--- src/sv/tcce_pkg.sv ---
// ----------------------------------------------------------------------------
// tcce_pkg
// shared types, codes and widths for the text console cursor engine
// ----------------------------------------------------------------------------
package tcce_pkg;

    // default geometry of the cell buffer
    localparam int COLS_DEF = 80;
    localparam int ROWS_DEF = 48;

    // field widths
    localparam int CMD_W    = 2;
    localparam int CHAR_W   = 8;
    localparam int ATTR_W   = 8;
    localparam int BG_W     = 4;
    localparam int TCOL_W   = 7;
    localparam int TROW_W   = 6;
    localparam int ADDR_O_W = 12;
    localparam int CELL_W   = 16;
    localparam int LIMIT_W  = 6;

    localparam logic [LIMIT_W-1:0] LIMIT_RST = 6'd48;

    // character codes
    localparam logic [CHAR_W-1:0] CH_NUL   = 8'h00;
    localparam logic [CHAR_W-1:0] CH_BS    = 8'h08;
    localparam logic [CHAR_W-1:0] CH_TAB   = 8'h09;
    localparam logic [CHAR_W-1:0] CH_LF    = 8'h0A;
    localparam logic [CHAR_W-1:0] CH_CR    = 8'h0D;
    localparam logic [CHAR_W-1:0] CH_SPACE = 8'h20;

    localparam logic [3:0] ATTR_FG_WHITE = 4'hF;
    localparam int TAB_STEP = 8;

    typedef enum logic [CMD_W-1:0] {
        CMD_PUT   = 2'd0,
        CMD_CLEAR = 2'd1,
        CMD_SET   = 2'd2,
        CMD_READ  = 2'd3
    } t_cmd;

    typedef enum logic [3:0] {
        ST_INIT,
        ST_IDLE,
        ST_EXEC,
        ST_SCR_N,
        ST_SCR_ADDR,
        ST_COPY,
        ST_FILL,
        ST_READ,
        ST_DONE
    } t_state;

    // controller to datapath
    typedef struct packed {
        logic do_capture;
        logic do_exec;
        logic do_scr_n;
        logic do_scr_addr;
        logic do_copy;
        logic do_fill;
        logic do_read;
    } t_dp_cmd;

    // datapath to controller
    typedef struct packed {
        logic need_scroll;
        logic is_clear;
        logic is_read;
        logic copy_done;
        logic fill_last;
    } t_dp_stat;

endpackage

--- src/sv/tcce_ctrl.sv ---
// ----------------------------------------------------------------------------
// tcce_ctrl
// command sequencer: init sweep, execute, scroll copy and fill, read, done
// ----------------------------------------------------------------------------
module tcce_ctrl (
    input  logic                i_clk,
    input  logic                i_rst_n,
    input  logic                start,
    input  tcce_pkg::t_dp_stat  i_stat,
    output logic                busy,
    output logic                o_done,
    output tcce_pkg::t_dp_cmd   o_cmd
);
    import tcce_pkg::*;

    t_state r_state;
    t_state n_state;

    always_ff @(posedge i_clk) begin
        if (!i_rst_n) begin
            r_state <= ST_INIT;
        end else begin
            r_state <= n_state;
        end
    end

    always_comb begin
        n_state = r_state;
        o_cmd   = '0;
        busy    = 1'b1;
        o_done  = 1'b0;
        unique case (r_state)
            ST_INIT: begin
                o_cmd.do_fill = 1'b1;
                if (i_stat.fill_last) begin
                    n_state = ST_IDLE;
                end
            end
            ST_IDLE: begin
                busy = 1'b0;
                if (start) begin
                    o_cmd.do_capture = 1'b1;
                    n_state = ST_EXEC;
                end
            end
            ST_EXEC: begin
                o_cmd.do_exec = 1'b1;
                if (i_stat.need_scroll) begin
                    n_state = ST_SCR_N;
                end else if (i_stat.is_clear) begin
                    n_state = ST_FILL;
                end else if (i_stat.is_read) begin
                    n_state = ST_READ;
                end else begin
                    n_state = ST_DONE;
                end
            end
            ST_SCR_N: begin
                o_cmd.do_scr_n = 1'b1;
                n_state = ST_SCR_ADDR;
            end
            ST_SCR_ADDR: begin
                o_cmd.do_scr_addr = 1'b1;
                n_state = ST_COPY;
            end
            ST_COPY: begin
                o_cmd.do_copy = 1'b1;
                if (i_stat.copy_done) begin
                    n_state = ST_FILL;
                end
            end
            ST_FILL: begin
                o_cmd.do_fill = 1'b1;
                if (i_stat.fill_last) begin
                    n_state = ST_DONE;
                end
            end
            ST_READ: begin
                o_cmd.do_read = 1'b1;
                n_state = ST_DONE;
            end
            ST_DONE: begin
                o_done  = 1'b1;
                n_state = ST_IDLE;
            end
            default: begin
                n_state = ST_INIT;
            end
        endcase
    end

endmodule

--- config.mk ---
export PLATFORM = sky130hd
export DESIGN_NAME = tcce_ctrl
export DESIGN_NICKNAME = d
export VERILOG_FILES = /design/src/sv/tcce_pkg.sv /design/src/sv/tcce_ctrl.sv
export SDC_FILE = /design/constraint.sdc
export NUM_CORES = 1
export LEC_CHECK = 0
export BUFFER_PORTS_ARGS = -buffer_cell sky130_fd_sc_hd__buf_2
export CORE_AREA = 2 2 39 41
export DETAILED_ROUTE_END_ITERATION = 8
export DIE_AREA = 0 0 41 43
export PLACE_DENSITY = 0.52
export SLEW_MARGIN = 0
export SYNTH_ARGS = -nofsm -noshare
export SYNTH_HDL_FRONTEND = slang
export SYNTH_SLANG_ARGS = --single-unit
--- constraint.sdc ---
create_clock -name i_clk -period 1.4 [get_ports i_clk]
set_input_delay 0.42 -clock i_clk [delete_from_list [all_inputs] [get_ports i_clk]]
set_output_delay 0.42 -clock i_clk [all_outputs]
set_load 0.01 [all_outputs]
==> summary.md <==
| Metric | Value |
|---|---|
| Global-route wire length before repair | 1700 um |
| Pre-antenna DRT Iters | 4 |
| Htree depth | 1 |
| Drt initial violations | 4 |
| Syn nets | 61 |
| Filler cells | 154 |
| RR Endpoint | r_state[1] |
| FF-to-FF path depth | 4 |
| Fin area | 641 um^2 |
| Die area | 0.00176 mm^2 |
| Least-Margin Pin Slew | 294 ps |
| Total Routing Usage GR | 14.0% |
| Post-route minimum period | 1680 ps |
| Fin. max-slew vios | 0 |
| Max Cap Viol | 0 |
| Cell Count, Final, Fillers Out | 101 |
| Area after DPL | 526 um^2 |
| Root buffer cell | clkbuf_4 |
| Boundary Pins | 17 |
| Clock Pin Slew Worst Setup and Hold Paths | 40 ps |
| CTS tree | built |
| Reg with most FFs | r_state |
| CP Buf/Inv Count | 2 |
| Chip height | 43 um |
| Mapped Area | 353 um^2 |
| Startpoint Class | flip-flop |
| Largest net degree at the start of global routing | 10 |
| Total core area | 0.00138 mm^2 |
| CP top delay family | simple AND/OR/NAND/NOR gates |
| FF+latch count, synth | 4 |
| Share of cells above drive strength 1 | 58.8% |
| Layout area overhead | 81.6% |
| Worst path depth | 3 |
| Longest Clk Path Bufs | 2 |
| GR Overflow Total | 0 |
| Compound-Gate Fraction of Synth Area | 23.0% |
| HP Class | input pin to flip-flop |
| Post-synthesis adder-cell area fraction | 0% |
| Proportion of synthesized area in mux cells | 0% |
| Pre-CTS setup slack | -136 ps |
| Crit path kind | flip-flop to output pin |
| CP Capture Type | output pin |
| FF-to-FF setup slack | -100 ps |
| Fin worst setup slack | -281 ps |
| CP startpoint | r_state[0] |
| # diodes | 0 |
| Placed Instances | 94 |
| CP arrival | 1260 ps |
| # setup viols final | 12 |
| Crit path largest cell delay | 540 ps |
| Clock skew | 6.10 ps |
| Number of flip-flops in the largest register | 4 |
| Relative max-transition margin | 80.4% |
| HPWL after DPL | 859 um |
| Reg-to-Reg Start | r_state[0] |
| Die Wd | 41 um |
| Initial antenna violation count | 0 |
| Largest area contributor in the netlist | dfxtp_1 |
| Synth async-reset ratio | 0% |
| DR WL/cell | 10.4 um |
| Failing checks | setup timing |
| Largest family of logic cells by synthesized area | simple AND/OR/NAND/NOR gates |
| Max Fanout on Critical Path | 4 |
| DRC violations left | 0 |
| Most frequent cells in the layout | 14 x buf_2, 12 x buf_4, 6 x nor2_1 |
| Cell row count | 14 |
| Status | finished, violations left |
| Post-synth top flop | dfxtp_1 |
| Unique masters post-synth | 23 |
| CP max-delay cell | or4b_4 |
| Fin nets | 95 |
| RSZ-0062 raised after global routing | true |
| Most common cell after layout, fill and taps aside | buf_2 |
| ANT nets after route | 0 |
| Final Cycle Share | 120% |
| Via/cell ratio | 4.74 |
| Vias in the first global route | 425 |
| Total power | 1.09 mW |
| Final wirelength | 1050 um |
| Largest regs | r_state: 4 flops |
| Setup TNS | -1750 ps |
| Pwr Density | 1710 mW/mm^2 |
| Pleak | 0.306 nW |
| GPL Wtd Cong | 0.808 |
| Final count of hold timing violations | 0 |
| Post-synthesis simple-gate area fraction | 44.7% |
| Fmax | 595 MHz |
| # port buffers | 16 |
| Clk Latency, worst-skew pair | 230 ps |
| Worst-path cell chain | or4b_4, inv_2, buf_6 |
| Total CTS buffers | 3 |
| Setup crit end | o_cmd[5] |
| Smallest hold slack | 456 ps |
| Post-synthesis xor/xnor area fraction | 0% |
| Yosys warns | 0 |
| Seq/Total Area, Yosys | 22.7% |
| Vias | 479 |
| Clk sinks | 4 |
| Post-synth EDFFs | 0 |
| Post-synthesis cell count | 53 |
| Area contributors post-synth | dfxtp_1 23%, nor2_1 9.6%, a21oi_1 8.5% |
| Highest ir drop seen on vdd | 0.872 mV |
| Layout Utilization | 46.3% |
| Synthesized area per cell | 6.66 um^2 |
| Required time worst endpoint | 980 ps |
| Top cell type's share of synthesized area | 22.7% |
| Initial Utilization | 25.5% |
==> worst register-to-register path, cell delays in order (launching register included) <==
cell	delay (ps)
dfxtp_2	330
or4b_4	540
buf_4	150
or2_0	190
a311oi_1	190
==> worst min path at each step <==
stage,from,to,cells past startpoint
final,i_rst_n,r_state[1],3
after floorplan,i_rst_n,r_state[0],2
after CTS,i_rst_n,r_state[1],3
after global routing,i_rst_n,r_state[0],3
after global placement,r_state[3],r_state[2],1
after detailed placement,r_state[3],r_state[2],1
==> power by group <==
group	switching [mW]	internal, mW	total, mW	leakage, nW
registers	0.0462	0.156	0.202	0.0350
logic	0.332	0.419	0.751	0.258
clock network	0.0454	0.0958	0.141	0.0138
total	0.423	0.671	1.09	0.306
==> Yosys cell counts, drive strengths merged, types with 2 or more instances <==
cell	count
nand2	4
nor2	9
and3	2
a21oi	6
nand2b	2
or2b	2
inv	5
dfxtp	4
or2	2
nor3	5
==> layout make-up <==
class                           count  area, um^2  area share, %
Sequential cell                     4        90.1           14.1
Timing Repair Buffer               31         216           33.8
Inverter                            5        18.8           2.93
Multi-Input combinational cell     42         273           42.6
Tap cell                           16        20.0           3.13
Clock buffer                        3        22.5           3.52
==> metal layers <==
metal  GRT usage, %  up-vias  part of all wire [%]
li1               -      253                     -
met1           18.0      209                    48
met2           21.3       17                    45
met3           6.28        0                   7.4
met4           2.00        0                     0
met5              0        -                     0
==> cells by family (layout without fill, tap and decap cells) <==
family	after synthesis	count (layout)
AND/OR/NAND/NOR	29	29
AO/OA/AOI/OAI	13	13
buffers and inverters	7	39
flip-flops	4	4
==> what timing repair did <==
action,in CTS,in global routing
pin swaps,7,3
gates resized for setup,16,5
setup endpoints to repair,13,13
cloned,0,0
hold buffers,0,0
setup buffers,4,1
(Power assumes the default switching activity.)
